## src/rtl/ptm_pkg.sv

```systemverilog
package ptm_pkg;

  localparam int unsigned DEF_MAX_WIDTH  = 4096;
  localparam int unsigned DEF_MAX_HEIGHT = 4096;
  localparam int unsigned DEF_MAX_FRAMES = 1024;

  localparam int unsigned CFG_IDX_W = 3;
  localparam int unsigned CFG_DATA_W = 13;

  localparam logic [CFG_IDX_W-1:0] REG_MODE   = 3'd0;
  localparam logic [CFG_IDX_W-1:0] REG_FCOUNT = 3'd1;
  localparam logic [CFG_IDX_W-1:0] REG_FINDEX = 3'd2;
  localparam logic [CFG_IDX_W-1:0] REG_WIDTH  = 3'd3;
  localparam logic [CFG_IDX_W-1:0] REG_HEIGHT = 3'd4;

  localparam logic [2:0] MODE_DISSOLVE = 3'd0;
  localparam logic [2:0] MODE_LR       = 3'd1;
  localparam logic [2:0] MODE_RL       = 3'd2;
  localparam logic [2:0] MODE_BT       = 3'd3;
  localparam logic [2:0] MODE_TB       = 3'd4;
  localparam logic [2:0] MODE_CIRCLE   = 3'd5;

  // How a pixel is finally formed.
  localparam logic [1:0] CLS_A     = 2'd0;
  localparam logic [1:0] CLS_B     = 2'd1;
  localparam logic [1:0] CLS_MIX   = 2'd2;
  localparam logic [1:0] CLS_SHADE = 2'd3;

  // Wipe decision for the whole frame.
  localparam logic [1:0] WS_A   = 2'd0;
  localparam logic [1:0] WS_B   = 2'd1;
  localparam logic [1:0] WS_CMP = 2'd2;

  localparam int unsigned OP_W   = 42;
  localparam int unsigned ROOT_W = 21;
  localparam int unsigned SREM_W = 24;
  localparam int unsigned RIM_W  = 21;
  localparam int unsigned CUR_W  = 23;
  localparam int unsigned Q_W    = 16;

  localparam logic [16:0] ONE_Q16   = 17'd65536;
  localparam logic [15:0] SHADE_Q16 = 16'd52429;

  typedef struct packed {
    logic [11:0] pixel_x;
    logic [11:0] pixel_y;
    logic [7:0]  first_red;
    logic [7:0]  first_green;
    logic [7:0]  first_blue;
    logic [7:0]  second_red;
    logic [7:0]  second_green;
    logic [7:0]  second_blue;
  } in_beat_t;

  typedef struct packed {
    logic [7:0] mixed_red;
    logic [7:0] mixed_green;
    logic [7:0] mixed_blue;
  } out_beat_t;

  typedef struct packed {
    logic [2:0]              mode;
    logic [16:0]             t;
    logic [1:0]              wsel;
    logic [12:0]             thr;
    logic [20:0]             hw;
    logic [20:0]             hh;
    logic [CUR_W-1:0]        cur;
    logic [RIM_W-1:0]        rim;
    logic signed [CUR_W:0]   shadow;
  } frm_t;

  typedef struct packed {
    logic [1:0] cls;
    logic [7:0] ar;
    logic [7:0] ag;
    logic [7:0] ab;
    logic [7:0] br;
    logic [7:0] bg;
    logic [7:0] bb;
  } side_t;

  typedef struct packed {
    logic [SREM_W-1:0] rem;
    logic [ROOT_W-1:0] root;
  } sqrt_res_t;

  // One result bit of a restoring square root.
  function automatic sqrt_res_t sqrt_step(logic [SREM_W-1:0] rem, logic [ROOT_W-1:0] root,
                                          logic [1:0] bits);
    sqrt_res_t res;
    logic [SREM_W+1:0] cand;
    logic [SREM_W+1:0] trial;
    cand  = {rem, bits};
    trial = (SREM_W+2)'({root, 2'b01});
    if (cand >= trial) begin
      res.rem  = SREM_W'(cand - trial);
      res.root = {root[ROOT_W-2:0], 1'b1};
    end else begin
      res.rem  = SREM_W'(cand);
      res.root = {root[ROOT_W-2:0], 1'b0};
    end
    return res;
  endfunction

  function automatic logic [7:0] lerp8(logic [7:0] p, logic [7:0] q, logic [16:0] w);
    logic [16:0] wa;
    logic [24:0] pa;
    logic [24:0] pb;
    logic [24:0] s;
    wa = ONE_Q16 - w;
    pa = 25'(wa) * 25'(p);
    pb = 25'(w) * 25'(q);
    s  = pa + pb;
    return s[23:16];
  endfunction

endpackage

```

## src/rtl/ptm_root_pipe.sv

```systemverilog
module ptm_root_pipe
  import ptm_pkg::*;
#(
  parameter int unsigned SIDE_W = 8
) (
  input  logic              clk,
  input  logic              rst_n,
  input  logic              adv,
  input  logic              in_vld,
  input  logic [OP_W-1:0]   in_op,
  input  logic [SIDE_W-1:0] in_side,
  output logic              out_vld,
  output logic [ROOT_W-1:0] out_root,
  output logic [SIDE_W-1:0] out_side
);

  logic              vld_r  [ROOT_W];
  logic [SREM_W-1:0] rem_r  [ROOT_W];
  logic [ROOT_W-1:0] root_r [ROOT_W];
  logic [OP_W-1:0]   op_r   [ROOT_W];
  logic [SIDE_W-1:0] side_r [ROOT_W];

  for (genvar k = 0; k < ROOT_W; k++) begin : g_st
    logic              v_in;
    logic [SREM_W-1:0] rem_in;
    logic [ROOT_W-1:0] root_in;
    logic [OP_W-1:0]   op_in;
    logic [SIDE_W-1:0] side_in;
    sqrt_res_t         res;

    if (k == 0) begin : g_first
      assign v_in    = in_vld;
      assign rem_in  = '0;
      assign root_in = '0;
      assign op_in   = in_op;
      assign side_in = in_side;
    end else begin : g_next
      assign v_in    = vld_r[k-1];
      assign rem_in  = rem_r[k-1];
      assign root_in = root_r[k-1];
      assign op_in   = op_r[k-1];
      assign side_in = side_r[k-1];
    end

    assign res = sqrt_step(rem_in, root_in, op_in[OP_W-1 -: 2]);

    always_ff @(posedge clk) begin
      if (!rst_n) begin
        vld_r[k] <= 1'b0;
      end else if (adv) begin
        vld_r[k] <= v_in;
      end
    end

    always_ff @(posedge clk) begin
      if (adv) begin
        rem_r[k]  <= res.rem;
        root_r[k] <= res.root;
        op_r[k]   <= {op_in[OP_W-3:0], 2'b00};
        side_r[k] <= side_in;
      end
    end
  end

  assign out_vld  = vld_r[ROOT_W-1];
  assign out_root = root_r[ROOT_W-1];
  assign out_side = side_r[ROOT_W-1];

endmodule

```

## config.mk

```make
export PLATFORM = sky130hd
export DESIGN_NAME = ptm_root_pipe
export DESIGN_NICKNAME = d
export VERILOG_FILES = /design/src/rtl/ptm_pkg.sv /design/src/rtl/ptm_root_pipe.sv
export SDC_FILE = /design/constraint.sdc
export NUM_CORES = 2
export LEC_CHECK = 0
export ABC_AREA = 1
export BUFFER_PORTS_ARGS = -buffer_cell sky130_fd_sc_hd__buf_2
export CORE_MARGIN = 1
export CORE_UTILIZATION = 40
export DETAILED_ROUTE_END_ITERATION = 8
export PLACE_DENSITY_LB_ADDON = 0.08
export SYNTH_ARGS = -nofsm -noshare
export SYNTH_HDL_FRONTEND = slang
export SYNTH_SLANG_ARGS = --single-unit
```

## constraint.sdc

```tcl
create_clock -name clk -period 2.4 [get_ports clk]
set_clock_uncertainty 0.1 [all_clocks]
set_input_delay 0.36 -clock clk [delete_from_list [all_inputs] [get_ports clk]]
set_output_delay 0.36 -clock clk [all_outputs]
set_load 0.01 [all_outputs]
```

==> results.yml <==
status:
  status: "complete, no violations"
die:
  fp.dieH_um: 411
  core_area_um2: 166000
  rows: 149
  fp.dieW_um: 411
  initial_core_util: 0.404
  dieArea_um2: 169000
  ios: 84
global_route:
  grt_pass1_vias: 47100
  antenna_found_initial: 0
  grt_max_degree: 75
  track_usage: 0.198
  grt_pass1_wl_um: 260000
  grt_overflow: 0
synthesis:
  syn_inst: 7254
  async_flop_share: 0
  yosysTopAreaCellShare: 0.579
  yosysTopAreaCell: "edfxtp_1"
  ys_seq_elements: 1290
  ys_types: 56
  ys.flop_type: "edfxtp_1"
  synth.area.top_cells: "edfxtp_1 (58%), nand2_1 (13%), inv_1 (7.2%), ha_1 (4.7%), nor2_1 (3.6%)"
  ys_seq_area_frac: 0.579
  synth_edf_count: 1289
  yosys_warnings: 0
  syn_avg_cell_area_um2: 9.22
  synth_nets: 7561
  synth_area_um2: 66900
finish:
  drive_above_1_share: 0.149
  final_common_cell: "nand2_1"
  layout_common_cells: "nand2_1 (2342), edfxtp_1 (1289), inv_1 (1262)"
  fillers: 15800
  num-nets-final: 8310
  area_delta_synth_final_pct: 20.6
sta:
  rsz0062_at_grt: "yes"
  period_share: 0.979
  finalSetupViolCount: 0
  slew_headroom: 0.593
  period_needed_ps: 2350
  fmax_mhz: 426
  worst_slack_ps: 50.6
  tightest_slew_ps: 608
  drv_slew: 0
  finalHoldViolCount: 0
clock_tree:
  h-tree-depth: 4
  clk_latency_ps: 810
  cts_tree: "done"
  root_buffer: "clkbuf_16"
  clkTransAtPathRegs_ps: 60
  cts_made_buffers: 148
  cts.sinks: 1290
  clock_path_buffers: 3
min_path:
  hold_class: "input pin to flip-flop"
route:
  wl_um: 168000
  wl_per_cell_um: 16.4
  ant_nets: 0
  viasPerCell: 4.69
  vias: 48400
  drt_iter0_drc: 3078
  post-route-drc-count: 0
  dr.pass1.iters: 6
place:
  dp_slack_ps: -339
  dp_hpwl_um: 129000
  gp_congestion: 0.890
  portBuffers: 83
job:
  cap_violations: 0
critical_path:
  crit_fanout: 6
  cp_data_arrival_time_ps: 2820
  worstPathRequired_ps: 2870
  cp-end-kind: "flip-flop"
  cp-start-kind: "flip-flop"
  crit_type: "flip-flop to flip-flop"
power:
  total_power_mw: 63.5
  p_leak_nw: 35.9
  powerDensity_nw_per_um2: 787
  vdd_drop_max_mv: 0.735
-- power by group --
group          total, mW  internal (mW)  switching [mW]  leakage (nW)
sequential          28.8           27.4            1.42          12.4
clock               22.6           13.2            9.34          2.33
combinational       12.1           4.73            7.39          21.1
total               63.5           45.3            18.2          35.9
-- cell families (layout without fill, tap and decap cells) --
kind of cell | after synthesis | count (layout) | synth area share
AOI/OAI and AO/OA | 423 | 423 | 0.0358
adders and majority gates | 253 | 253 | 0.0473
other | 1 | 2 | 0.0000561
buffers and inverters | 1345 | 2202 | 0.0805
xor gates and xnor gates | 157 | 157 | 0.0207
DFF | 1290 | 1290 | 0.579
and+or+nand+nor | 3785 | 3788 | 0.237
-- stage by stage --
stage / hold WS [ps] / setup TNS, ps / area (µm²) / instances / util
2_1_floorplan: 300 / 0 / 66900 / 7254 / -
3_3_place_gp: 300 / -5870 / 73100 / 9893 / 0.442
3_5_place_dp: 305 / -5470 / 73100 / 9893 / 0.442
4_1_cts: 102 / -1.98 / 78800 / 10200 / 0.476
5_1_grt: 128 / -511 / 80700 / 10300 / 0.487
6_report: 160 / 0 / 80700 / 10300 / 0.487
-- final timing paths --
check                 from            to  slack [ps]  depth (start not counted)
max          root_r[2][55]  rem_r[4][73]          50                         11
min              in_op[39]   op_r[0][39]         160                          2
max reg2reg  root_r[2][55]  rem_r[4][73]          50                         11
min reg2reg    op_r[2][60]  op_r[2][102]         310                          0
-- cells in the mapped netlist (all sizes together), types with 6 or more instances --
cell / count
or2: 15
ha: 253
nor2: 685
and2: 7
nand4: 101
nand2: 2435
edfxtp: 1289
buf: 52
a21oi: 241
xnor2: 63
o21ai: 159
nor4: 7
o21bai: 12
inv: 1290
nand3b: 68
xor2: 94
nor3: 48
and3: 6
nand3: 409
-- critical path, cell delays in order (launching register included) --
cell and delay [ps]:
edfxtp_1 460, inv_1 140, ha_4 230, nand2_2 90
inv_1 60, nand2_1 100, nor2_1 90, a21oi_2 160
nand2_1 110, nor2_4 310, clkbuf_16 230, o21ai_1 50
-- layout make-up --
| cell class | count | area (µm²) | share of cell area |
|---|---|---|---|
| timing repair buffer | 651 | 5360 | 0.0665 |
| multi-input combinational | 4622 | 24100 | 0.299 |
| tap | 2189 | 2740 | 0.0339 |
| clock buffer | 182 | 3870 | 0.0480 |
| clock inverter | 79 | 975 | 0.0121 |
| inverter | 1290 | 4870 | 0.0604 |
| antenna | 1 | 2.50 | 0.0000310 |
| sequential | 1290 | 38700 | 0.480 |
-- registers in the layout, indices dropped and copies added (netlist names) --
signal	cells
vld_r	21
side_r	168
root_r	231
rem_r	450
op_r	420
-- per-layer routing --
metal,part of all wire,track usage
met5,0,0
met2,0.48,0.335
met3,0.036,0.0250
met1,0.46,0.267
met4,0.021,0.0511
-- repair_timing --
item	CTS	global route
cloned	1	10
buffers inserted	14	70
hold endpoints to repair	87	0
endpoints found under the setup margin	60	284
resized for setup	27	240
hold buffers	54	0
pin swaps	6	41
No activity file was read; power rests on OpenSTA's default activity.
