**src/rtl/ptm_pkg.sv**
```systemverilog
package ptm_pkg;

  localparam int unsigned DEF_MAX_WIDTH  = 4096;
  localparam int unsigned DEF_MAX_HEIGHT = 4096;
  localparam int unsigned DEF_MAX_FRAMES = 1024;

  localparam int unsigned CFG_IDX_W = 3;
  localparam int unsigned CFG_DATA_W = 13;

  localparam logic [CFG_IDX_W-1:0] REG_MODE   = 3'd0;
  localparam logic [CFG_IDX_W-1:0] REG_FCOUNT = 3'd1;
  localparam logic [CFG_IDX_W-1:0] REG_FINDEX = 3'd2;
  localparam logic [CFG_IDX_W-1:0] REG_WIDTH  = 3'd3;
  localparam logic [CFG_IDX_W-1:0] REG_HEIGHT = 3'd4;

  localparam logic [2:0] MODE_DISSOLVE = 3'd0;
  localparam logic [2:0] MODE_LR       = 3'd1;
  localparam logic [2:0] MODE_RL       = 3'd2;
  localparam logic [2:0] MODE_BT       = 3'd3;
  localparam logic [2:0] MODE_TB       = 3'd4;
  localparam logic [2:0] MODE_CIRCLE   = 3'd5;

  // How a pixel is finally formed.
  localparam logic [1:0] CLS_A     = 2'd0;
  localparam logic [1:0] CLS_B     = 2'd1;
  localparam logic [1:0] CLS_MIX   = 2'd2;
  localparam logic [1:0] CLS_SHADE = 2'd3;

  // Wipe decision for the whole frame.
  localparam logic [1:0] WS_A   = 2'd0;
  localparam logic [1:0] WS_B   = 2'd1;
  localparam logic [1:0] WS_CMP = 2'd2;

  localparam int unsigned OP_W   = 42;
  localparam int unsigned ROOT_W = 21;
  localparam int unsigned SREM_W = 24;
  localparam int unsigned RIM_W  = 21;
  localparam int unsigned CUR_W  = 23;
  localparam int unsigned Q_W    = 16;

  localparam logic [16:0] ONE_Q16   = 17'd65536;
  localparam logic [15:0] SHADE_Q16 = 16'd52429;

  typedef struct packed {
    logic [11:0] pixel_x;
    logic [11:0] pixel_y;
    logic [7:0]  first_red;
    logic [7:0]  first_green;
    logic [7:0]  first_blue;
    logic [7:0]  second_red;
    logic [7:0]  second_green;
    logic [7:0]  second_blue;
  } in_beat_t;

  typedef struct packed {
    logic [7:0] mixed_red;
    logic [7:0] mixed_green;
    logic [7:0] mixed_blue;
  } out_beat_t;

  typedef struct packed {
    logic [2:0]              mode;
    logic [16:0]             t;
    logic [1:0]              wsel;
    logic [12:0]             thr;
    logic [20:0]             hw;
    logic [20:0]             hh;
    logic [CUR_W-1:0]        cur;
    logic [RIM_W-1:0]        rim;
    logic signed [CUR_W:0]   shadow;
  } frm_t;

  typedef struct packed {
    logic [1:0] cls;
    logic [7:0] ar;
    logic [7:0] ag;
    logic [7:0] ab;
    logic [7:0] br;
    logic [7:0] bg;
    logic [7:0] bb;
  } side_t;

  typedef struct packed {
    logic [SREM_W-1:0] rem;
    logic [ROOT_W-1:0] root;
  } sqrt_res_t;

  // One result bit of a restoring square root.
  function automatic sqrt_res_t sqrt_step(logic [SREM_W-1:0] rem, logic [ROOT_W-1:0] root,
                                          logic [1:0] bits);
    sqrt_res_t res;
    logic [SREM_W+1:0] cand;
    logic [SREM_W+1:0] trial;
    cand  = {rem, bits};
    trial = (SREM_W+2)'({root, 2'b01});
    if (cand >= trial) begin
      res.rem  = SREM_W'(cand - trial);
      res.root = {root[ROOT_W-2:0], 1'b1};
    end else begin
      res.rem  = SREM_W'(cand);
      res.root = {root[ROOT_W-2:0], 1'b0};
    end
    return res;
  endfunction

  function automatic logic [7:0] lerp8(logic [7:0] p, logic [7:0] q, logic [16:0] w);
    logic [16:0] wa;
    logic [24:0] pa;
    logic [24:0] pb;
    logic [24:0] s;
    wa = ONE_Q16 - w;
    pa = 25'(wa) * 25'(p);
    pb = 25'(w) * 25'(q);
    s  = pa + pb;
    return s[23:16];
  endfunction

endpackage

```
**src/rtl/ptm_div_pipe.sv**
```systemverilog
module ptm_div_pipe
  import ptm_pkg::*;
#(
  parameter int unsigned SIDE_W = 8
) (
  input  logic              clk,
  input  logic              rst_n,
  input  logic              adv,
  input  logic [RIM_W-1:0]  den,
  input  logic              in_vld,
  input  logic [RIM_W-1:0]  in_rem,
  input  logic [SIDE_W-1:0] in_side,
  output logic              out_vld,
  output logic [Q_W-1:0]    out_quot,
  output logic [SIDE_W-1:0] out_side
);

  logic              vld_r  [Q_W];
  logic [RIM_W-1:0]  rem_r  [Q_W];
  logic [Q_W-1:0]    q_r    [Q_W];
  logic [SIDE_W-1:0] side_r [Q_W];

  for (genvar k = 0; k < Q_W; k++) begin : g_st
    logic              v_in;
    logic [RIM_W-1:0]  rem_in;
    logic [Q_W-1:0]    q_in;
    logic [SIDE_W-1:0] side_in;
    logic [RIM_W:0]    r2;
    logic              ge;

    if (k == 0) begin : g_first
      assign v_in    = in_vld;
      assign rem_in  = in_rem;
      assign q_in    = '0;
      assign side_in = in_side;
    end else begin : g_next
      assign v_in    = vld_r[k-1];
      assign rem_in  = rem_r[k-1];
      assign q_in    = q_r[k-1];
      assign side_in = side_r[k-1];
    end

    assign r2 = {rem_in, 1'b0};
    assign ge = r2 >= {1'b0, den};

    always_ff @(posedge clk) begin
      if (!rst_n) begin
        vld_r[k] <= 1'b0;
      end else if (adv) begin
        vld_r[k] <= v_in;
      end
    end

    always_ff @(posedge clk) begin
      if (adv) begin
        rem_r[k]  <= ge ? RIM_W'(r2 - {1'b0, den}) : r2[RIM_W-1:0];
        q_r[k]    <= {q_in[Q_W-2:0], ge};
        side_r[k] <= side_in;
      end
    end
  end

  assign out_vld  = vld_r[Q_W-1];
  assign out_quot = q_r[Q_W-1];
  assign out_side = side_r[Q_W-1];

endmodule

```
**config.mk**
```make
export PLATFORM = sky130hd
export DESIGN_NAME = ptm_div_pipe
export DESIGN_NICKNAME = d
export VERILOG_FILES = /design/src/rtl/ptm_pkg.sv /design/src/rtl/ptm_div_pipe.sv
export SDC_FILE = /design/constraint.sdc
export NUM_CORES = 1
export LEC_CHECK = 0
export BUFFER_PORTS_ARGS = -buffer_cell sky130_fd_sc_hd__buf_2
export CORE_UTILIZATION = 55
export DETAILED_ROUTE_END_ITERATION = 7
export PLACE_DENSITY = 0.73
export SLEW_MARGIN = 40
export SYNTH_ARGS = -nofsm -noshare
export SYNTH_HDL_FRONTEND = slang
export SYNTH_SLANG_ARGS = --single-unit
```
**constraint.sdc**
```tcl
create_clock -name clk -period 8.1 [get_ports clk]
set_input_delay 1.215 -clock clk [delete_from_list [all_inputs] [get_ports clk]]
set_output_delay 1.215 -clock clk [all_outputs]
set_load 0.02 [all_outputs]
```
==> results.ini <==
[run_status]
outcome=finished with violations
violations=design-rule violations

[clock_tree]
clockBufferDepth=3
h-tree-depth=3
hold_buffers=0
cts_tree=done
clk_latency_ns=0.62
clk_pin_slew_ns=0.06
post_cts_resize_count=0
clockRootBuffer=clkbuf_16
numClockSinks=595
postCtsSetupRepairBufs=0
cts_buffers=69

[power_and_ir_drop]
max-vdd-ir-drop_v=0.000216
pwr-share-comb_pct=47.8
p_switching_w=0.00607
p_int_w=0.00995
finalPower_w=0.0160
p_seq_share_pct=33.5
leakagePower_nw=16.2
power_density_nw_per_um2=395
power_frac_clock_pct=18.8
switching_share_pct=37.9

[timing]
maxSlewViolCount=0
min_period_ns=4.52
hold_viol_final=0
slew_headroom_pct=38.6
worst_pin_slew_ns=0.920
tns_ns=0
setup_viol=0
fmax_ghz=0.221
rsz0062_at_grt=no
fin_skew_ns=0.0237
period_share_pct=55.8

[setup_path]
worstPathRequired_ns=8.46
cp-end-kind=register
cp_data_arrival_time_ns=4.87
crit_type=in2reg
start_kind=primary input
cp_max_fo=22

[die]
die_area_sq_um=68100
pin_count=79
die-width_um=261
rows=94
core-area_sq_um=66000
die_h_um=261
start_util_pct=55.9

[synthesis]
synth-warning-count=0
syn_area_sq_um=36900
synth_top_area_share_pct=48.4
synth_ff_type=edfxtp_1
yosys.area.top_type=edfxtp_1
synthDistinctLibCells=78
synth_seq_area_share_pct=48.4
synthTopCellsByCount=edfxtp_1 (594), ha_1 (335), nand2_1 (312)
synth-edff-count=594
yosysMostFrequentCell=edfxtp_1
ys_ff_latch=595
async_flop_share_pct=0
synth_area_per_cell_sq_um=11.1
synth.top_cells.by_area=edfxtp_1 (48%), ha_1 (11%), o21ai_0 (3.8%)
synth_cells=3321
syn_nets=3725

[layout]
nNetsFinal=3834
drive_above_1_share_pct=10.4
diodes=0
syn2layout_area_growth_pct=9.99
n_fill_cell=5247

[route]
finalWirelength_um=85300
first_pass_iters=7
highest_layer=met4
routed-via-count=26500
drcViolationCount=3
detail-route-antenna-nets=0
wire_per_inst_um=19.6
met3RoutedLength_um=4140
wl_met2_um=41400
viasPerCell=6.09
wl_met1_um=36900
drt_first_iter_violations=2216

[place]
post-dp-hpwl_um=59500
portBuffers=78
gp_congestion=0.942

[global_route]
overflow=0
grt_pass1_wl_um=137000
grt_max_degree=127
groute.usage.overall_pct=25.3
antenna_found_initial=1
grt_pass1_vias=25900

[hold_path]
hold_class=reg2reg

[flow_run]
maxCapViolCount=0

worst paths after layout:
check	slack (ns)	depth (start not counted)	to	start
max reg2reg	4.43	11	rem_r[0][123]	rem_r[0][87]
min reg2reg	0.41	0	side_r[14][3]	side_r[13][3]
max	3.58	13	rem_r[1][49]	den[11]
min	0.41	0	side_r[14][3]	side_r[13][3]
power by group through the flow:
stage	sequential [W]	combinational (W)	clock, W
after detailed placement	0.00542	0.00752	0
after global routing	0.00545	0.00852	0.00319
final	0.00537	0.00765	0.00301
after floorplan	0.00513	0.00603	0
after CTS	0.00537	0.00757	0.00308
after global placement	0.00541	0.00720	0
per-layer routing:
| layer | vias to the layer above | track usage (%) |
|---|---|---|
| li1 | 12800 | - |
| met1 | 12700 | 33.1 |
| met2 | 763 | 43.0 |
| met3 | 200 | 3.61 |
| met4 | 0 | 8.84 |
| met5 | - | 0 |
cells by family after synthesis:
| group | count (synthesis) | share of synthesized area [%] |
|---|---|---|
| AOI/OAI and AO/OA | 913 | 15.5 |
| xor gates and xnor gates | 243 | 5.77 |
| adders and majority gates | 350 | 12.2 |
| buffers and inverters | 194 | 2.14 |
| DFF | 595 | 48.4 |
| muxes | 130 | 4.08 |
| and+or+nand+nor | 896 | 11.9 |
per-stage QoR:
step	std cells	hold slack, ns	setup slack (ns)	instance area (sq um)	util (%)
CTS	4344	0.406	3.60	40500	61.4
floorplan	3321	0.400	3.89	36900	-
global placement	4222	0.400	2.90	38300	58.1
global route	4345	0.415	3.31	40500	61.5
detailed placement	4222	0.405	2.97	38300	58.1
finish	4345	0.409	3.58	40500	61.5
layout make-up:
type                    count  area [sq um]  share of cell area, %
clock buffers              78          1760                   4.34
repair buffers            116           729                   1.80
flip-flops and latches    595         17900                   44.0
well taps                 864          1080                   2.67
multi-input cells        2532         18300                   45.1
inverters                 116           435                   1.07
clock inverters            44           405                   1.00
placed cells by master (no fill, tap or decap), drive strengths merged, types with 20 or more instances in the layout:
cell / synthesis / layout
edfxtp: 594 / 594
ha: 335 / 335
nand2: 312 / 312
o21ai: 289 / 289
a21oi: 217 / 217
nor2: 160 / 160
xnor2: 123 / 123
xor2: 120 / 120
inv: 116 / 119
a21o: 118 / 118
buf: 36 / 116
mux2: 115 / 115
clkbuf: 42 / 78
nand3: 67 / 67
nor2b: 65 / 65
nor3: 61 / 61
o21a: 50 / 50
nand2b: 44 / 44
a31oi: 40 / 40
and3: 39 / 39
nand4: 35 / 35
clkinv: 0 / 32
o21bai: 28 / 28
o31ai: 24 / 24
a211oi: 24 / 24
or3: 20 / 20
registers in the layout (all words and copies together), names as in the netlist:
signal	count
q_r	136
rem_r	315
vld_r	16
side_r	128
worst max-delay path, stage by stage:
cell      delay, ns
buf_2          0.10
inv_1          0.66
buf_4          0.35
ha_1           0.34
a21o_1         0.23
a21o_1         0.18
a21oi_1        0.18
a21oi_1        0.11
a211oi_1       0.24
o31ai_1        0.11
a21o_1         0.18
a211o_2        0.58
mux2_4         0.38
No activity file was read; power rests on OpenSTA's default activity.
