### src/rtl/ptm_pkg.sv
package ptm_pkg;

  localparam int unsigned DEF_MAX_WIDTH  = 4096;
  localparam int unsigned DEF_MAX_HEIGHT = 4096;
  localparam int unsigned DEF_MAX_FRAMES = 1024;

  localparam int unsigned CFG_IDX_W = 3;
  localparam int unsigned CFG_DATA_W = 13;

  localparam logic [CFG_IDX_W-1:0] REG_MODE   = 3'd0;
  localparam logic [CFG_IDX_W-1:0] REG_FCOUNT = 3'd1;
  localparam logic [CFG_IDX_W-1:0] REG_FINDEX = 3'd2;
  localparam logic [CFG_IDX_W-1:0] REG_WIDTH  = 3'd3;
  localparam logic [CFG_IDX_W-1:0] REG_HEIGHT = 3'd4;

  localparam logic [2:0] MODE_DISSOLVE = 3'd0;
  localparam logic [2:0] MODE_LR       = 3'd1;
  localparam logic [2:0] MODE_RL       = 3'd2;
  localparam logic [2:0] MODE_BT       = 3'd3;
  localparam logic [2:0] MODE_TB       = 3'd4;
  localparam logic [2:0] MODE_CIRCLE   = 3'd5;

  // How a pixel is finally formed.
  localparam logic [1:0] CLS_A     = 2'd0;
  localparam logic [1:0] CLS_B     = 2'd1;
  localparam logic [1:0] CLS_MIX   = 2'd2;
  localparam logic [1:0] CLS_SHADE = 2'd3;

  // Wipe decision for the whole frame.
  localparam logic [1:0] WS_A   = 2'd0;
  localparam logic [1:0] WS_B   = 2'd1;
  localparam logic [1:0] WS_CMP = 2'd2;

  localparam int unsigned OP_W   = 42;
  localparam int unsigned ROOT_W = 21;
  localparam int unsigned SREM_W = 24;
  localparam int unsigned RIM_W  = 21;
  localparam int unsigned CUR_W  = 23;
  localparam int unsigned Q_W    = 16;

  localparam logic [16:0] ONE_Q16   = 17'd65536;
  localparam logic [15:0] SHADE_Q16 = 16'd52429;

  typedef struct packed {
    logic [11:0] pixel_x;
    logic [11:0] pixel_y;
    logic [7:0]  first_red;
    logic [7:0]  first_green;
    logic [7:0]  first_blue;
    logic [7:0]  second_red;
    logic [7:0]  second_green;
    logic [7:0]  second_blue;
  } in_beat_t;

  typedef struct packed {
    logic [7:0] mixed_red;
    logic [7:0] mixed_green;
    logic [7:0] mixed_blue;
  } out_beat_t;

  typedef struct packed {
    logic [2:0]              mode;
    logic [16:0]             t;
    logic [1:0]              wsel;
    logic [12:0]             thr;
    logic [20:0]             hw;
    logic [20:0]             hh;
    logic [CUR_W-1:0]        cur;
    logic [RIM_W-1:0]        rim;
    logic signed [CUR_W:0]   shadow;
  } frm_t;

  typedef struct packed {
    logic [1:0] cls;
    logic [7:0] ar;
    logic [7:0] ag;
    logic [7:0] ab;
    logic [7:0] br;
    logic [7:0] bg;
    logic [7:0] bb;
  } side_t;

  typedef struct packed {
    logic [SREM_W-1:0] rem;
    logic [ROOT_W-1:0] root;
  } sqrt_res_t;

  // One result bit of a restoring square root.
  function automatic sqrt_res_t sqrt_step(logic [SREM_W-1:0] rem, logic [ROOT_W-1:0] root,
                                          logic [1:0] bits);
    sqrt_res_t res;
    logic [SREM_W+1:0] cand;
    logic [SREM_W+1:0] trial;
    cand  = {rem, bits};
    trial = (SREM_W+2)'({root, 2'b01});
    if (cand >= trial) begin
      res.rem  = SREM_W'(cand - trial);
      res.root = {root[ROOT_W-2:0], 1'b1};
    end else begin
      res.rem  = SREM_W'(cand);
      res.root = {root[ROOT_W-2:0], 1'b0};
    end
    return res;
  endfunction

  function automatic logic [7:0] lerp8(logic [7:0] p, logic [7:0] q, logic [16:0] w);
    logic [16:0] wa;
    logic [24:0] pa;
    logic [24:0] pb;
    logic [24:0] s;
    wa = ONE_Q16 - w;
    pa = 25'(wa) * 25'(p);
    pb = 25'(w) * 25'(q);
    s  = pa + pb;
    return s[23:16];
  endfunction

endpackage

### src/rtl/ptm_frame_calc.sv
module ptm_frame_calc
  import ptm_pkg::*;
#(
  parameter int unsigned MAX_WIDTH  = DEF_MAX_WIDTH,
  parameter int unsigned MAX_HEIGHT = DEF_MAX_HEIGHT,
  parameter int unsigned MAX_FRAMES = DEF_MAX_FRAMES
) (
  input  logic                  clk,
  input  logic                  rst_n,
  input  logic                  cfg_we,
  input  logic [CFG_IDX_W-1:0]  cfg_index,
  input  logic [CFG_DATA_W-1:0] cfg_wdata,
  output logic                  busy,
  output frm_t                  frm
);

  typedef enum logic [7:0] {
    ST_IDLE = 8'b00000001,
    ST_PREP = 8'b00000010,
    ST_SQ   = 8'b00000100,
    ST_SUM  = 8'b00001000,
    ST_ROOT = 8'b00010000,
    ST_MULR = 8'b00100000,
    ST_DIV  = 8'b01000000,
    ST_FIN  = 8'b10000000
  } st_t;

  st_t state_r, state_nxt;

  logic [2:0]  mode_r;
  logic [10:0] fcnt_r;
  logic [9:0]  fidx_r;
  logic [12:0] wid_r;
  logic [12:0] hgt_r;
  logic        restart_r;

  logic [10:0] fc;
  logic [12:0] w;
  logic [12:0] h;
  logic [10:0] last;
  logic [9:0]  f;

  logic [9:0]  f_r;
  logic [10:0] dden_r;
  logic [10:0] d_r;
  logic [20:0] hw_r;
  logic [20:0] hh_r;
  logic [10:0] fac_r;
  logic [12:0] dim_r;
  logic [1:0]  wsel_r;
  logic [41:0] hw2_r;
  logic [41:0] hh2_r;
  logic [23:0] wp_r;
  logic [OP_W-1:0]   sq_op_r;
  logic [SREM_W-1:0] sq_rem_r;
  logic [ROOT_W-1:0] sq_root_r;
  sqrt_res_t         sq_res;
  logic [31:0] fr_r;
  logic [4:0]  cnt_r;
  logic [1:0]  job_r;
  logic [31:0] dv_num_r;
  logic [10:0] dv_den_r;
  logic [10:0] dv_rem_r;
  logic [31:0] dv_q_r;
  logic [11:0] dv_r2;
  logic        dv_ge;
  logic [31:0] dv_q_nxt;
  logic [31:0] ld_num;
  logic [10:0] ld_den;

  logic [16:0]      t_r;
  logic [12:0]      thr_r;
  logic [CUR_W-1:0] cur_r;
  logic [RIM_W-1:0] rim_r;
  logic signed [CUR_W:0] shadow_r;

  // A write during a recompute keeps the request pending, so the run repeats
  // with the newest registers.
  always_ff @(posedge clk) begin
    if (!rst_n) begin
      mode_r    <= MODE_DISSOLVE;
      fcnt_r    <= 11'd10;
      fidx_r    <= 10'd0;
      wid_r     <= 13'd400;
      hgt_r     <= 13'd400;
      restart_r <= 1'b1;
    end else begin
      restart_r <= cfg_we || (restart_r && state_r != ST_IDLE);
      if (cfg_we) begin
        unique case (cfg_index)
          REG_MODE:   mode_r <= cfg_wdata[2:0];
          REG_FCOUNT: fcnt_r <= cfg_wdata[10:0];
          REG_FINDEX: fidx_r <= cfg_wdata[9:0];
          REG_WIDTH:  wid_r  <= cfg_wdata;
          REG_HEIGHT: hgt_r  <= cfg_wdata;
          default: ;
        endcase
      end
    end
  end

  assign fc   = (32'(fcnt_r) > 32'(MAX_FRAMES)) ? 11'(MAX_FRAMES) : fcnt_r;
  assign w    = (32'(wid_r) > 32'(MAX_WIDTH)) ? 13'(MAX_WIDTH) : wid_r;
  assign h    = (32'(hgt_r) > 32'(MAX_HEIGHT)) ? 13'(MAX_HEIGHT) : hgt_r;
  assign last = (fc == 11'd0) ? 11'd0 : fc - 11'd1;
  assign f    = ({1'b0, fidx_r} > last) ? last[9:0] : fidx_r;

  assign sq_res = sqrt_step(sq_rem_r, sq_root_r, sq_op_r[OP_W-1 -: 2]);

  assign dv_r2    = {dv_rem_r, dv_num_r[31]};
  assign dv_ge    = dv_r2 >= {1'b0, dv_den_r};
  assign dv_q_nxt = {dv_q_r[30:0], dv_ge};

  // Operands of the division that follows the current one.
  always_comb begin
    unique case (job_r)
      2'd0: begin ld_num = 32'(wp_r); ld_den = dden_r; end
      2'd1: begin ld_num = fr_r;      ld_den = d_r;    end
      2'd2: begin ld_num = 32'(sq_root_r); ld_den = d_r; end
      2'd3: begin ld_num = fr_r;      ld_den = d_r;    end
    endcase
  end

  always_comb begin
    state_nxt = state_r;
    unique case (state_r)
      ST_IDLE: if (restart_r) state_nxt = ST_PREP;
      ST_PREP: state_nxt = ST_SQ;
      ST_SQ:   state_nxt = ST_SUM;
      ST_SUM:  state_nxt = ST_ROOT;
      ST_ROOT: if (cnt_r == 5'(ROOT_W - 1)) state_nxt = ST_MULR;
      ST_MULR: state_nxt = ST_DIV;
      ST_DIV:  if (cnt_r == 5'd31 && job_r == 2'd3) state_nxt = ST_FIN;
      ST_FIN:  state_nxt = ST_IDLE;
      default: state_nxt = ST_IDLE;
    endcase
  end

  always_ff @(posedge clk) begin
    if (!rst_n) begin
      state_r <= ST_IDLE;
    end else begin
      state_r <= state_nxt;
    end
  end

  always_ff @(posedge clk) begin
    unique case (state_r)
      ST_PREP: begin
        f_r    <= f;
        dden_r <= (last == 11'd0) ? 11'd1 : last;
        d_r    <= (fc >= 11'd3) ? fc - 11'd2 : 11'd1;
        hw_r   <= 21'({w, 7'b0}) + 21'd256;
        hh_r   <= 21'({h, 7'b0}) + 21'd256;
        fac_r  <= (mode_r == MODE_LR || mode_r == MODE_TB) ? {1'b0, f} : last - {1'b0, f};
        dim_r  <= (mode_r == MODE_LR || mode_r == MODE_RL) ? w : h;
        if (f == 10'd0) begin
          wsel_r <= WS_A;
        end else if ({1'b0, f} == last) begin
          wsel_r <= WS_B;
        end else begin
          wsel_r <= WS_CMP;
        end
      end
      ST_SQ: begin
        hw2_r <= 42'(hw_r) * 42'(hw_r);
        hh2_r <= 42'(hh_r) * 42'(hh_r);
        wp_r  <= 24'(fac_r) * 24'(dim_r);
      end
      ST_SUM: begin
        sq_op_r   <= hw2_r + hh2_r;
        sq_rem_r  <= '0;
        sq_root_r <= '0;
        cnt_r     <= '0;
      end
      ST_ROOT: begin
        sq_op_r   <= {sq_op_r[OP_W-3:0], 2'b00};
        sq_rem_r  <= sq_res.rem;
        sq_root_r <= sq_res.root;
        cnt_r     <= cnt_r + 5'd1;
      end
      ST_MULR: begin
        fr_r     <= 32'(f_r) * 32'(sq_root_r);
        dv_num_r <= {6'b0, f_r, 16'b0};
        dv_den_r <= dden_r;
        dv_rem_r <= '0;
        dv_q_r   <= '0;
        cnt_r    <= '0;
        job_r    <= 2'd0;
      end
      ST_DIV: begin
        cnt_r <= cnt_r + 5'd1;
        if (cnt_r == 5'd31) begin
          unique case (job_r)
            2'd0: t_r   <= dv_q_nxt[16:0];
            2'd1: thr_r <= dv_q_nxt[12:0];
            2'd2: cur_r <= dv_q_nxt[CUR_W-1:0];
            2'd3: rim_r <= dv_q_nxt[RIM_W-1:0];
          endcase
          job_r    <= job_r + 2'd1;
          dv_num_r <= ld_num;
          dv_den_r <= ld_den;
          dv_rem_r <= '0;
          dv_q_r   <= '0;
        end else begin
          dv_num_r <= {dv_num_r[30:0], 1'b0};
          dv_rem_r <= dv_ge ? 11'(dv_r2 - {1'b0, dv_den_r}) : dv_r2[10:0];
          dv_q_r   <= dv_q_nxt;
        end
      end
      ST_FIN: begin
        shadow_r <= $signed({1'b0, cur_r}) - $signed({3'b0, rim_r});
      end
      default: ;
    endcase
  end

  assign busy = (state_r != ST_IDLE) || restart_r;

  assign frm.mode   = mode_r;
  assign frm.t      = t_r;
  assign frm.wsel   = wsel_r;
  assign frm.thr    = thr_r;
  assign frm.hw     = hw_r;
  assign frm.hh     = hh_r;
  assign frm.cur    = cur_r;
  assign frm.rim    = rim_r;
  assign frm.shadow = shadow_r;

endmodule

### config.mk
export PLATFORM = sky130hd
export DESIGN_NAME = ptm_frame_calc
export DESIGN_NICKNAME = d
export VERILOG_FILES = /design/src/rtl/ptm_pkg.sv /design/src/rtl/ptm_frame_calc.sv
export SDC_FILE = /design/constraint.sdc
export NUM_CORES = 2
export LEC_CHECK = 0
export BUFFER_PORTS_ARGS = -buffer_cell sky130_fd_sc_hd__buf_2
export CAP_MARGIN = 20
export CORE_ASPECT_RATIO = 2
export CORE_MARGIN = 4
export CORE_UTILIZATION = 50
export DETAILED_ROUTE_END_ITERATION = 7
export GPL_TIMING_DRIVEN = 1
export PLACE_DENSITY = 0.67
export SYNTH_ARGS = -nofsm -noshare
export SYNTH_HDL_FRONTEND = slang
export SYNTH_SLANG_ARGS = --single-unit
### constraint.sdc
create_clock -name clk -period 7.5 [get_ports clk]
set_input_delay 1.5 -clock clk [delete_from_list [all_inputs] [get_ports clk]]
set_output_delay 1.5 -clock clk [all_outputs]
set_load 0.02 [all_outputs]
==> impl_metrics.tcl <==
set metrics [dict create \
    outcome "completed" \
    maxCapViolations 0 \
    end_kind "flop" \
    coreArea_sq_um 93700 \
    cp-start-kind "flop" \
    first_pass_iters 5 \
    fin_crit_sh 0.9278 \
    yosys.area.top_type "edfxtp_1" \
    timing.setup.tns_ns 0 \
    finalWeightedCongestion 0.9212 \
    multiInputGateArea_sq_um 29440 \
    drt_wl_total_um 117100 \
    final_cells 5964 \
    synth-seq-cells 508 \
    cts-buffers-inserted 50 \
    layout-drive-gt1-share 0.07700 \
    rows 159 \
    critPathTopFamily "adder cells" \
    crit_fanout 15 \
    root_buffer "clkbuf_16" \
    ios 165 \
    remaining_drc_errors 0 \
    wl_per_cell_um 19.63 \
    n_fill_cell 8239 \
    cts_tree "yes" \
    ys_seq_area_frac 0.3107 \
    grt_util_all_layers 0.2373 \
    dp_hpwl_um 94150 \
    clk_pin_slew_ns 0.07 \
    die_h_um 442.5 \
    setup_viol 0 \
    cp_slowest_cell "edfxtp_1" \
    postCtsSetupRepairBufs 0 \
    ys_top_cells_by_area "edfxtp_1 (29%), fa_1 (21%), ha_1 (13%), inv_1 (5.1%), nand2_1 (4.4%)" \
    mostFrequentLayoutCells "inv_1 (636), nand2_1 (551), ha_1 (491)" \
    die_area_sq_um 99660 \
    holdWs_ns 0.4256 \
    hold_path_class "flop to flop" \
    skew_ns 0.04760 \
    cts_resized 0 \
    crit_type "flop to flop" \
    worstPathRequired_ns 7.89 \
    fmax_ghz 0.1437 \
    ant_nets 0 \
    maxSlewHeadroom 0.2324 \
    grt_max_degree 76 \
    synth_enable_flop_cells 449 \
    ys.flop_type "edfxtp_1" \
    slowest_delay_ns 0.69 \
    cp_cell_sequence "nand2_1 -> fa_1 -> fa_1 -> inv_1 -> fa_1 -> fa_1 -> inv_1 -> fa_1 -> inv_1 -> fa_1 -> ha_1 -> ha_1 -> o21a_1 -> o21a_1 -> o21ai_0 -> nor2_1 -> o221a_2 -> o41ai_1 -> nand4b_1 -> nand2_1 -> a311o_1" \
    die_w_um 225.2 \
    port-buffer-count 150 \
    dp_cells 5864 \
    hold_violations 0 \
    critPathBufInv 3 \
    cts_sinks 508 \
    tightest_slew_ns 1.151 \
    synth_top_area_frac 0.2857 \
    clockBufferDepth 3 \
    viasPerCell 5.530 \
    netlist_area_sq_um 47190 \
    postSynthCellCount 4624 \
    arrival_ns 7.35 \
    syn_to_final_growth_pct 7.983 \
    slew_violations 0 \
    nNetsFinal 5711 \
    grt-ovfl-total 0 \
    ys_types 89 \
    syn_area_per_cell_sq_um 10.21 \
    yosys_warnings 0 \
    crit_top_cell "fa_1" \
    fin_crit_ns 6.958 \
    vias 32981 \
    htreeDepth 2 \
    cts_hold_buf 0 \
    grt_pass1_wl_um 187500 \
    seqCellArea_sq_um 14660 \
    clk_latency_ns 0.65 \
    initialDrtViolationCount 1797 \
    ys_async_sr_fraction 0 \
    antenna_found_initial 4 \
    rsz0062_at_grt "false" \
    mostFrequentLayoutCell "inv_1" \
    grt_pass1_vias 35689 \
    start_util 0.5036 \
]
Yosys cell counts, drive strengths merged, types with 18 or more instances:
cell / count
inv: 640
a31oi: 28
a21o: 58
clkbuf: 151
a22oi: 29
fa: 489
buf: 33
nor2: 221
ha: 492
o21bai: 20
o21ai: 141
a211oi: 20
nand2b: 36
xnor2: 152
and3: 25
a21boi: 49
or2: 22
xor2: 49
mux2: 19
o21a: 30
and2: 301
nor2b: 48
nor4: 18
nand4: 27
dfxtp: 59
or3: 19
a21oi: 163
nor3: 42
mux2i: 37
nand2: 552
nand3: 63
edfxtp: 449
final cells by class:
class,count,share of cell area
diodes,4,0.0001964
flip-flops and latches,508,0.2878
clock inverters,42,0.009969
repair buffers,204,0.02276
clock buffers,52,0.02470
well taps,1207,0.02964
multi-input cells,3307,0.5778
inverters,640,0.04717
stage by stage:
stage	instance area (sq um)	utilization	setup slack (ns)
6_report	50960	0.5438	0.5417
5_1_grt	50960	0.5438	0.09475
2_1_floorplan	47250	-	0.8825
3_5_place_dp	49160	0.5247	0.5490
4_1_cts	50930	0.5435	0.5015
3_3_place_gp	49160	0.5246	0.6367
worst paths after layout:
| path | startpoint | end | slack, ns | depth (start not counted) |
|---|---|---|---|---|
| min | dv_q_r[21]$_SDFFCE_PP0N_ | cur_r[22]$_DFFE_PP_ | 0.43 | 0 |
| max reg2reg | hh_r[11]$_DFFE_PP_ | hh2_r[41]$_DFFE_PP_ | 0.54 | 21 |
| max | hh_r[11]$_DFFE_PP_ | hh2_r[41]$_DFFE_PP_ | 0.54 | 21 |
| min reg2reg | dv_q_r[21]$_SDFFCE_PP0N_ | cur_r[22]$_DFFE_PP_ | 0.43 | 0 |
logic make-up (layout without fill, tap and decap cells):
family          Yosys count  after routing  synth area share
compound gates          639            639           0.08877
xor+xnor                201            201           0.03730
fa+ha+maj               981            981            0.3379
buf+inv                 824            938           0.06710
flops                   508            508            0.3107
mux                      56             56           0.01238
other cells               1             20        0.00007946
simple gates           1414           1414            0.1457
sequential cells by signal (all words and copies together), names as in the netlist, 17 cells and up:
register	flops
t_r	17
fr_r	31
sq_rem_r	24
sq_root_r	21
rim_r	21
sq_op_r	28
hh2_r	27
wp_r	24
hw2_r	27
dv_q_r	22
dv_num_r	32
cur_r	23
shadow_r	24
layer usage:
layer / track usage / share of wire / vias up
met2: 0.4651 / 0.56 / 743
met3: 0.01984 / 0.031 / 342
met5: 0 / 0 / -
met4: 0.1544 / 0.080 / 0
met1: 0.2317 / 0.33 / 16390
li1: - / - / 15506
Power is left out: the tool's default activity adds up to more than one toggle a clock period on the data nets, which glitch-free logic cannot reach.
